===== config.mk =====
export PLATFORM = sky130hd
export DESIGN_NAME = etc1_block_decoder
export DESIGN_NICKNAME = d
export VERILOG_FILES = /design/src/rtl/etc1_pkg.sv /design/src/rtl/etc1_front.sv /design/src/rtl/etc1_queue.sv /design/src/rtl/etc1_back.sv /design/src/rtl/etc1_block_decoder.sv
export SDC_FILE = /design/constraint.sdc
export NUM_CORES = 1
export LEC_CHECK = 0
export BUFFER_PORTS_ARGS = -buffer_cell sky130_fd_sc_hd__buf_2
export CORE_UTILIZATION = 30
export DETAILED_ROUTE_END_ITERATION = 10
export HOLD_SLACK_MARGIN = 0.05
export PLACE_DENSITY_LB_ADDON = 0.2
export SLEW_MARGIN = 40
export SYNTH_ARGS = -nofsm -noshare
export SYNTH_HDL_FRONTEND = slang
export SYNTH_SLANG_ARGS = --single-unit

===== constraint.sdc =====
create_clock -name clk -period 8.7 [get_ports clk]
set_input_delay 1.74 -clock clk [delete_from_list [all_inputs] [get_ports clk]]
set_output_delay 1.74 -clock clk [all_outputs]
set_load 0.01 [all_outputs]

===== src/rtl/etc1_pkg.sv =====
// ----------------------------------------------------------------------------
// etc1_pkg
// Shared types, constants and color helpers of the ETC1 block decoder.
// ----------------------------------------------------------------------------
package etc1_pkg;

    localparam int CFG_DATA_W  = 13;
    localparam int CFG_INDEX_W = 2;
    localparam logic [CFG_DATA_W-1:0] DIM_RESET = 13'd4096;

    typedef enum logic [CFG_INDEX_W-1:0] {
        REG_IMAGE_WIDTH  = 2'd0,
        REG_IMAGE_HEIGHT = 2'd1
    } cfg_reg_t;

    localparam int COORD_W = 12;
    // block position as seen on the masked 12-bit coordinates
    localparam int BPOS_W  = COORD_W - 2;

    localparam int QUEUE_DEPTH = 2;
    localparam int QPTR_W      = 1;
    localparam int QCNT_W      = 2;

    typedef struct packed {
        logic [7:0] r;
        logic [7:0] g;
        logic [7:0] b;
    } rgb_t;

    typedef struct packed {
        rgb_t              base0;
        rgb_t              base1;
        logic [2:0]        tbl0;
        logic [2:0]        tbl1;
        logic              flip;
        logic [31:0]       pix_bits;
        logic [BPOS_W-1:0] bx;
        logic [BPOS_W-1:0] by;
        logic [1:0]        last_row;
        logic [1:0]        last_col;
        logic              final_blk;
    } block_entry_t;

    typedef struct packed {
        logic full;
        logic empty;
    } queue_status_t;

    localparam logic [7:0] MOD_TABLE [8][2] = '{
        '{8'd2,  8'd8},  '{8'd5,  8'd17}, '{8'd9,  8'd29},  '{8'd13, 8'd42},
        '{8'd18, 8'd60}, '{8'd24, 8'd80}, '{8'd33, 8'd106}, '{8'd47, 8'd183}
    };

    function automatic logic [7:0] expand4(input logic [3:0] v);
        return {v, v};
    endfunction

    function automatic logic [7:0] expand5(input logic [4:0] v);
        return {v, v[4:2]};
    endfunction

    // second differential color: 5-bit base plus signed 3-bit delta, wrapping
    function automatic logic [7:0] diff5(input logic [4:0] base, input logic [2:0] d);
        logic [4:0] sum;
        sum = base + {d[2], d[2], d};
        return expand5(sum);
    endfunction

    function automatic logic [7:0] clamp_mod(input logic [7:0] base, input logic [7:0] mag,
                                             input logic neg);
        logic signed [9:0] s;
        s = neg ? ($signed({2'b00, base}) - $signed({2'b00, mag}))
                : ($signed({2'b00, base}) + $signed({2'b00, mag}));
        if (s < 0)
            return 8'd0;
        else if (s > 10'sd255)
            return 8'd255;
        else
            return s[7:0];
    endfunction

endpackage


===== src/rtl/etc1_front.sv =====
// ----------------------------------------------------------------------------
// etc1_front
// Accepts blocks, tracks block position, decodes base colors and edge limits.
// ----------------------------------------------------------------------------
module etc1_front #(
    parameter int MAX_DIMENSION = 4096
) (
    input  logic                                clk,
    input  logic                                rst_n,
    input  logic                                block_valid,
    input  logic [63:0]                         block_word,
    output logic                                block_stall,
    input  logic                                cfg_valid,
    input  logic [etc1_pkg::CFG_INDEX_W-1:0]    cfg_index,
    input  logic [etc1_pkg::CFG_DATA_W-1:0]     cfg_data,
    output logic                                cfg_ready,
    input  etc1_pkg::queue_status_t             q_status,
    output logic                                q_push,
    output etc1_pkg::block_entry_t              q_entry
);

    localparam int DIM_W   = $clog2(MAX_DIMENSION + 1);
    localparam int BLK_RAW = $clog2((MAX_DIMENSION + 3) / 4);
    localparam int BLK_W   = (BLK_RAW < 1) ? 1 : BLK_RAW;
    localparam int CMP_W   = (DIM_W > etc1_pkg::CFG_DATA_W) ? DIM_W : etc1_pkg::CFG_DATA_W;
    localparam int BX_W    = DIM_W + 1;
    localparam int PW      = DIM_W + 2;

    logic [etc1_pkg::CFG_DATA_W-1:0] width_reg, height_reg;
    logic [BLK_W-1:0]                col_reg, col_next;
    logic [BLK_W-1:0]                line_reg, line_next;

    logic [DIM_W-1:0] eff_w, eff_h;
    logic [BX_W-1:0]  blocks_x, blocks_y;
    logic [PW-1:0]    x0, y0, rem_x, rem_y;
    logic             has_pixels, accept;

    assign cfg_ready = 1'b1;

    always_ff @(posedge clk or negedge rst_n)
    begin
        if (!rst_n)
        begin
            width_reg  <= etc1_pkg::DIM_RESET;
            height_reg <= etc1_pkg::DIM_RESET;
        end
        else if (cfg_valid)
        begin
            if (cfg_index == etc1_pkg::REG_IMAGE_WIDTH)
                width_reg <= cfg_data;
            else if (cfg_index == etc1_pkg::REG_IMAGE_HEIGHT)
                height_reg <= cfg_data;
        end
    end

    // zero reads as one, oversize as the maximum
    function automatic logic [DIM_W-1:0] eff_dim(input logic [etc1_pkg::CFG_DATA_W-1:0] v);
        if (v == '0)
            return DIM_W'(1);
        else if (CMP_W'(v) > CMP_W'(MAX_DIMENSION))
            return DIM_W'(MAX_DIMENSION);
        else
            return DIM_W'(v);
    endfunction

    always_comb
    begin
        eff_w    = eff_dim(width_reg);
        eff_h    = eff_dim(height_reg);
        blocks_x = (BX_W'(eff_w) + BX_W'(3)) >> 2;
        blocks_y = (BX_W'(eff_h) + BX_W'(3)) >> 2;
        x0       = PW'({col_reg, 2'b00});
        y0       = PW'({line_reg, 2'b00});
        rem_x    = PW'(eff_w) - x0;
        rem_y    = PW'(eff_h) - y0;
        has_pixels = (x0 < PW'(eff_w)) && (y0 < PW'(eff_h));
    end

    assign block_stall = q_status.full;
    assign accept      = block_valid && !q_status.full;
    assign q_push      = accept && has_pixels;

    // wrap the block position after the last block of a row and of the image
    always_comb
    begin
        col_next  = col_reg;
        line_next = line_reg;
        if (accept)
        begin
            if (BX_W'(col_reg) + BX_W'(1) >= blocks_x)
            begin
                col_next = '0;
                if (BX_W'(line_reg) + BX_W'(1) >= blocks_y)
                    line_next = '0;
                else
                    line_next = line_reg + BLK_W'(1);
            end
            else
            begin
                col_next = col_reg + BLK_W'(1);
            end
        end
    end

    always_ff @(posedge clk or negedge rst_n)
    begin
        if (!rst_n)
        begin
            col_reg  <= '0;
            line_reg <= '0;
        end
        else
        begin
            col_reg  <= col_next;
            line_reg <= line_next;
        end
    end

    always_comb
    begin
        q_entry = '0;
        if (block_word[33])
        begin
            q_entry.base0.r = etc1_pkg::expand5(block_word[63:59]);
            q_entry.base1.r = etc1_pkg::diff5(block_word[63:59], block_word[58:56]);
            q_entry.base0.g = etc1_pkg::expand5(block_word[55:51]);
            q_entry.base1.g = etc1_pkg::diff5(block_word[55:51], block_word[50:48]);
            q_entry.base0.b = etc1_pkg::expand5(block_word[47:43]);
            q_entry.base1.b = etc1_pkg::diff5(block_word[47:43], block_word[42:40]);
        end
        else
        begin
            q_entry.base0.r = etc1_pkg::expand4(block_word[63:60]);
            q_entry.base1.r = etc1_pkg::expand4(block_word[59:56]);
            q_entry.base0.g = etc1_pkg::expand4(block_word[55:52]);
            q_entry.base1.g = etc1_pkg::expand4(block_word[51:48]);
            q_entry.base0.b = etc1_pkg::expand4(block_word[47:44]);
            q_entry.base1.b = etc1_pkg::expand4(block_word[43:40]);
        end
        q_entry.tbl0      = block_word[39:37];
        q_entry.tbl1      = block_word[36:34];
        q_entry.flip      = block_word[32];
        q_entry.pix_bits  = block_word[31:0];
        q_entry.bx        = etc1_pkg::BPOS_W'(col_reg);
        q_entry.by        = etc1_pkg::BPOS_W'(line_reg);
        q_entry.last_col  = (rem_x >= PW'(4)) ? 2'd3 : (rem_x[1:0] - 2'd1);
        q_entry.last_row  = (rem_y >= PW'(4)) ? 2'd3 : (rem_y[1:0] - 2'd1);
        q_entry.final_blk = (BX_W'(col_reg) == blocks_x - BX_W'(1)) &&
                            (BX_W'(line_reg) == blocks_y - BX_W'(1));
    end

endmodule


===== src/rtl/etc1_queue.sv =====
// ----------------------------------------------------------------------------
// etc1_queue
// Two-entry block queue between the front and the pixel sequencer.
// ----------------------------------------------------------------------------
module etc1_queue (
    input  logic                          clk,
    input  logic                          rst_n,
    input  logic                          push,
    input  etc1_pkg::block_entry_t        entry,
    input  logic                          pop,
    output etc1_pkg::block_entry_t        head,
    output etc1_pkg::queue_status_t       status
);

    etc1_pkg::block_entry_t mem [etc1_pkg::QUEUE_DEPTH];

    logic [etc1_pkg::QPTR_W-1:0] wr_ptr_reg, wr_ptr_next;
    logic [etc1_pkg::QPTR_W-1:0] rd_ptr_reg, rd_ptr_next;
    logic [etc1_pkg::QCNT_W-1:0] count_reg, count_next;

    function automatic logic [etc1_pkg::QPTR_W-1:0] ptr_inc(
        input logic [etc1_pkg::QPTR_W-1:0] p);
        if (p == etc1_pkg::QPTR_W'(etc1_pkg::QUEUE_DEPTH - 1))
            return '0;
        else
            return p + etc1_pkg::QPTR_W'(1);
    endfunction

    always_ff @(posedge clk)
    begin
        if (push)
            mem[wr_ptr_reg] <= entry;
    end

    assign head         = mem[rd_ptr_reg];
    assign status.full  = (count_reg == etc1_pkg::QCNT_W'(etc1_pkg::QUEUE_DEPTH));
    assign status.empty = (count_reg == '0);

    always_comb
    begin
        wr_ptr_next = push ? ptr_inc(wr_ptr_reg) : wr_ptr_reg;
        rd_ptr_next = pop ? ptr_inc(rd_ptr_reg) : rd_ptr_reg;
        count_next  = count_reg;
        if (push && !pop)
            count_next = count_reg + etc1_pkg::QCNT_W'(1);
        else if (pop && !push)
            count_next = count_reg - etc1_pkg::QCNT_W'(1);
    end

    always_ff @(posedge clk or negedge rst_n)
    begin
        if (!rst_n)
        begin
            wr_ptr_reg <= '0;
            rd_ptr_reg <= '0;
            count_reg  <= '0;
        end
        else
        begin
            wr_ptr_reg <= wr_ptr_next;
            rd_ptr_reg <= rd_ptr_next;
            count_reg  <= count_next;
        end
    end

endmodule


===== src/rtl/etc1_back.sv =====
// ----------------------------------------------------------------------------
// etc1_back
// Walks the pixels of the head block, applies modifiers, registers output.
// ----------------------------------------------------------------------------
module etc1_back (
    input  logic                               clk,
    input  logic                               rst_n,
    input  etc1_pkg::queue_status_t            q_status,
    input  etc1_pkg::block_entry_t             q_head,
    output logic                               q_pop,
    output logic                               pixel_valid,
    input  logic                               pixel_stall,
    output logic [etc1_pkg::COORD_W-1:0]       pixel_x,
    output logic [etc1_pkg::COORD_W-1:0]       pixel_y,
    output logic [7:0]                         red,
    output logic [7:0]                         green,
    output logic [7:0]                         blue,
    output logic                               block_end,
    output logic                               image_end
);

    logic [1:0] row_reg, row_next;
    logic [1:0] col_reg, col_next;
    logic       valid_reg, valid_next;

    logic [etc1_pkg::COORD_W-1:0] x_reg, y_reg;
    logic [7:0]                   r_reg, g_reg, b_reg;
    logic                         bend_reg, iend_reg;

    logic            out_free, advance, last_pix, sub, lsb, msb;
    logic [3:0]      idx;
    logic [7:0]      mag;
    etc1_pkg::rgb_t  base;
    logic [2:0]      tbl;

    assign out_free = !valid_reg || !pixel_stall;
    assign advance  = out_free && !q_status.empty;
    assign last_pix = (row_reg == q_head.last_row) && (col_reg == q_head.last_col);
    assign q_pop    = advance && last_pix;

    always_comb
    begin
        sub  = q_head.flip ? row_reg[1] : col_reg[1];
        idx  = {col_reg, row_reg};
        lsb  = q_head.pix_bits[{1'b0, idx}];
        msb  = q_head.pix_bits[{1'b1, idx}];
        base = sub ? q_head.base1 : q_head.base0;
        tbl  = sub ? q_head.tbl1 : q_head.tbl0;
        mag  = etc1_pkg::MOD_TABLE[tbl][lsb];
    end

    // row-major walk bounded by the block's visible extent
    always_comb
    begin
        row_next   = row_reg;
        col_next   = col_reg;
        valid_next = valid_reg;
        if (out_free)
            valid_next = !q_status.empty;
        if (advance)
        begin
            if (col_reg == q_head.last_col)
            begin
                col_next = 2'd0;
                row_next = last_pix ? 2'd0 : row_reg + 2'd1;
            end
            else
            begin
                col_next = col_reg + 2'd1;
            end
        end
    end

    always_ff @(posedge clk or negedge rst_n)
    begin
        if (!rst_n)
        begin
            row_reg   <= 2'd0;
            col_reg   <= 2'd0;
            valid_reg <= 1'b0;
        end
        else
        begin
            row_reg   <= row_next;
            col_reg   <= col_next;
            valid_reg <= valid_next;
        end
    end

    always_ff @(posedge clk)
    begin
        if (advance)
        begin
            x_reg    <= {q_head.bx, col_reg};
            y_reg    <= {q_head.by, row_reg};
            r_reg    <= etc1_pkg::clamp_mod(base.r, mag, msb);
            g_reg    <= etc1_pkg::clamp_mod(base.g, mag, msb);
            b_reg    <= etc1_pkg::clamp_mod(base.b, mag, msb);
            bend_reg <= last_pix;
            iend_reg <= last_pix && q_head.final_blk;
        end
    end

    assign pixel_valid = valid_reg;
    assign pixel_x     = x_reg;
    assign pixel_y     = y_reg;
    assign red         = r_reg;
    assign green       = g_reg;
    assign blue        = b_reg;
    assign block_end   = bend_reg;
    assign image_end   = iend_reg;

endmodule


===== src/rtl/etc1_block_decoder.sv =====
// ----------------------------------------------------------------------------
// etc1_block_decoder
// ETC1 block decoder: 64-bit blocks in, clamped RGB pixels with coordinates out.
// ----------------------------------------------------------------------------
// Blocks arrive in row-major block order and each yields its visible pixels,
// row by row, one pixel per cycle from the registered output while pixel_stall
// is low; a block that lies wholly outside the image is taken and yields
// nothing. The pace is set by the pixel sequencer's single output port; a
// two-entry block queue lets new blocks be taken while pixels of earlier ones
// drain. Width and height registers (index 0 and 1) may be written only while
// the block is idle.
module etc1_block_decoder #(
    parameter int MAX_DIMENSION = 4096
) (
    input  logic                               clk,
    input  logic                               rst_n,
    input  logic                               block_valid,
    output logic                               block_stall,
    input  logic [63:0]                        block_word,
    input  logic                               cfg_valid,
    output logic                               cfg_ready,
    input  logic [etc1_pkg::CFG_INDEX_W-1:0]   cfg_index,
    input  logic [etc1_pkg::CFG_DATA_W-1:0]    cfg_data,
    output logic                               pixel_valid,
    input  logic                               pixel_stall,
    output logic [etc1_pkg::COORD_W-1:0]       pixel_x,
    output logic [etc1_pkg::COORD_W-1:0]       pixel_y,
    output logic [7:0]                         red,
    output logic [7:0]                         green,
    output logic [7:0]                         blue,
    output logic                               block_end,
    output logic                               image_end
);

    etc1_pkg::queue_status_t q_status;
    etc1_pkg::block_entry_t  q_entry, q_head;
    logic                    q_push, q_pop;

    etc1_front #(
        .MAX_DIMENSION (MAX_DIMENSION)
    ) u_front (
        .clk         (clk),
        .rst_n       (rst_n),
        .block_valid (block_valid),
        .block_word  (block_word),
        .block_stall (block_stall),
        .cfg_valid   (cfg_valid),
        .cfg_index   (cfg_index),
        .cfg_data    (cfg_data),
        .cfg_ready   (cfg_ready),
        .q_status    (q_status),
        .q_push      (q_push),
        .q_entry     (q_entry)
    );

    etc1_queue u_queue (
        .clk    (clk),
        .rst_n  (rst_n),
        .push   (q_push),
        .entry  (q_entry),
        .pop    (q_pop),
        .head   (q_head),
        .status (q_status)
    );

    etc1_back u_back (
        .clk         (clk),
        .rst_n       (rst_n),
        .q_status    (q_status),
        .q_head      (q_head),
        .q_pop       (q_pop),
        .pixel_valid (pixel_valid),
        .pixel_stall (pixel_stall),
        .pixel_x     (pixel_x),
        .pixel_y     (pixel_y),
        .red         (red),
        .green       (green),
        .blue        (blue),
        .block_end   (block_end),
        .image_end   (image_end)
    );

endmodule


==> metrics.csv <==
stage;metric;value;unit
placed_design;gp_congestion;0.883;
cells_and_area;final_area;21000;sq um
global_routing;grt_pass1_vias;11600;
route;vias_per_cell;4.83;
floorplanning;die_h;248;um
timing;grt_setup_unrepaired;no;
cells_and_area;multi_input_area;8030;sq um
power;cellLeakagePower;8.04;nW
cts;numClockSinks;329;
route;top_layer;met4;
cts;cts_setup_buffers;0;
critical_path;reg2reg_slack;2.61;ns
synthesis;synth_edf_count;274;
synthesis;syn_nets;1614;
cells_and_area;final-seq-area;9610;sq um
global_routing;antenna_found_initial;2;
placed_design;portBuffers;135;
floorplanning;die_area;61600;sq um
cells_and_area;layout.cells.most_common;edfxtp_1;
global_routing;grt-ovfl-total;0;
critical_path;critPathBufInv;3;
synthesis;synth.top_cell.area_share;0.452;
synthesis;syn_inst;1404;
route;vias;11300;
route;dr.pass1.iters;5;
cells_and_area;drive_gt1_frac;0.224;
timing;finalHoldViolCount;0;
route;wire_per_inst;18.1;um
synthesis;ys_ff_latch;329;
critical_path;start_kind;flip-flop;
route;postRouteAntennaNets;0;
cts;htreeDepth;2;
cts;clkTransAtPathRegs;0.06;ns
cts;cts-hold-fix-buffers;0;
critical_path;cp_data_required_time;8.99;ns
global_routing;grt_pass1_wl;65900;um
synthesis;yosysTopAreaCell;edfxtp_1;
synthesis;syn_area;18200;sq um
route;wl_met1;19700;um
power;power_density;434;nW/um^2
timing;finClkSkew;0.0291;ns
synthesis;synthMuxAreaShare;0.113;
placed_design;placed_area;19700;sq um
timing;fin_tns_setup;0;ns
timing;slew_headroom;0.442;
critical_path;cp_cell_sequence;mux2i_1 > mux2i_4 > buf_4 > mux2_2 > o21ai_1 > inv_1 > ha_1 > nor2_1 > a21oi_1 > o21ai_0 > buf_4 > ha_1 > fa_1 > a21o_1 > a21o_1 > a21o_1 > a21o_1 > a21oi_1 > o21bai_1 > or2_2 > o21ai_0 > a21oi_1;
timing;fin_crit_sh;0.700;
global_routing;grt_usage;0.140;
power;vdd_drop_max;173;uV
floorplanning;num_rows;89;
cts;clockBufferDepth;3;
flow_run;max_cap_violations;0;
synthesis;avgSynthCellArea;13.0;sq um
critical_path;cp_top_family;compound AO/OA/AOI/OAI gates;
synthesis;synthXorXnorAreaFrac;0.0500;
synthesis;synth_top_family_by_area;multiplexers;
synthesis;ys_warn_count;0;
min_path;min_path_type;flip-flop to flip-flop;
critical_path;timing.rr.end;u_back.blue[2];
floorplanning;ioPinCount;137;
cells_and_area;largest_reg_flops;224;
synthesis;synth_fa_ha_area_frac;0.0912;
critical_path;cp_num_cells;22;
cts;cts_buffers;39;
critical_path;cp.arrival;6.38;ns
critical_path;slowest_delay;0.74;ns
timing;setup_viol;0;
cts;cts_root_buf;clkbuf_16;
route;drt_iter0_drc;586;
synthesis;ys_types;89;
synthesis;synth-simple-area-share;0.0894;
critical_path;cp-end-kind;flip-flop;
timing;slew_viol_final;0;
cells_and_area;final_cell_mix;edfxtp_1, buf_2, ha_1;
cells_and_area;areaGrowthSynthToFinish;15.3;%
critical_path;critPathCapture;u_back.blue[2];
timing;worst_pin_slew;0.833;ns
floorplanning;coreArea;59500;sq um
critical_path;slowest_stage;dfrtp_4;
critical_path;crit_start;u_queue.rd_ptr_reg;
timing;clock.fmax;0.164;GHz
cts;cts_tree;built;
synthesis;synth.top_cells.by_area;edfxtp_1, ha_1, dfrtp_1;
synthesis;synth_async_sr_flop_share;0.167;
cells_and_area;n_fill_cell;5857;
critical_path;reg2reg_depth;22;
global_routing;grt_max_degree;69;
synthesis;ys.flop_type;edfxtp_1;
synthesis;synth-compound-area-share;0.0939;
placed_design;dp_hpwl;31100;um
route;drc;0;
floorplanning;start_util;0.306;
critical_path;worstReg2RegStart;u_queue.rd_ptr_reg;
cts;insertion_delay;0.56;ns
timing;post-route-min-period;6.09;ns
floorplanning;die_w;248;um
critical_path;cp_common_cell;a21o_1;
critical_path;path_class;flip-flop to flip-flop;
route;route.met2.wl;20300;um
synthesis;yosysSeqAreaShare;0.528;
route;wl;42500;um
cells_and_area;finalNetCount;1758;
cts;cts_resized;0;
route;wl_met3;1620;um
status;outcome;finished, final reports clean;
critical_path;crit_fanout;28;
cell type report:
class                   count  share of cell area
clock buffers              53              0.0520
repair buffers            146              0.0373
diodes                      2            0.000239
multi-input cells         936               0.383
flip-flops and latches    329               0.458
clock inverters            16             0.00602
inverters                  96              0.0172
well taps                 773              0.0461
synthesized netlist by cell type (11+ instances only):
library cell  instances
fa_1                 11
mux2_2               59
nand4_1              14
nand2_1              85
xnor2_1              71
mux2i_1              25
dfrtp_1              53
nor3_1               24
o21ai_0              50
ha_1                115
nor2b_1              30
o22ai_1              19
nand3_1              25
clkbuf_1             21
a21o_1               38
xor2_1               26
o21bai_1             21
edfxtp_1            274
nand2b_1             20
nor2_1               55
inv_1                94
mux4_2               41
a21oi_1              70
stage by stage:
stage	util	std cells	hold slack, ns	power, mW	setup WS (ns)
4_1_cts	0.352	2349	0.499	9.20	2.48
3_5_place_dp	0.332	2280	0.491	7.60	2.49
2_1_floorplan	-	1404	0.420	6.30	0.598
3_3_place_gp	0.331	2279	0.483	7.56	2.62
6_report	0.353	2351	0.493	9.10	2.61
5_1_grt	0.353	2351	0.536	9.87	2.21
power by group:
group	total [mW]	internal [mW]	switching, mW
sequential	2.68	2.38	0.301
clock	1.56	0.909	0.646
combinational	4.87	2.01	2.86
total	9.10	5.30	3.81
cell families (layout without fill, tap and decap cells):
logic type	count (synthesis)	count (layout)
buffers and inverters	139	311
and+or+nand+nor	312	312
other	1	3
DFF	329	329
AOI/OAI and AO/OA	262	262
muxes	135	135
xor gates and xnor gates	100	100
adders and majority gates	126	126
worst reg2reg max path: stages, from the launching register on:
cell and delay, ns:
dfrtp_4 0.74, mux2i_1 0.38, mux2i_4 0.27, buf_4 0.43
mux2_2 0.39, o21ai_1 0.40, inv_1 0.17, ha_1 0.37
nor2_1 0.08, a21oi_1 0.11, o21ai_0 0.09, buf_4 0.19
ha_1 0.23, fa_1 0.42, a21o_1 0.18, a21o_1 0.18
a21o_1 0.18, a21o_1 0.19, a21oi_1 0.17, o21bai_1 0.12
or2_2 0.31, o21ai_0 0.16, a21oi_1 0.09
metal layers:
layer | track usage | vias up
met4 | 0.0432 | 0
met3 | 0.0220 | 55
met5 | 0 | -
li1 | - | 5551
met2 | 0.234 | 211
met1 | 0.186 | 5528
worst min-delay path by stage:
stage	slack, ns	cells past startpoint	from	to
3_5_place_dp	0.49	1	u_queue.count_reg[1]	u_queue.count_reg[1]
2_1_floorplan	0.42	0	u_back.col_reg[1]	u_back.pixel_x[1]
5_1_grt	0.54	1	u_queue.count_reg[1]	u_queue.count_reg[1]
4_1_cts	0.50	1	u_queue.count_reg[1]	u_queue.count_reg[1]
6_report	0.49	1	u_queue.count_reg[1]	u_queue.count_reg[1]
3_3_place_gp	0.48	1	u_queue.count_reg[1]	u_queue.count_reg[1]
(Power assumes the default switching activity.)
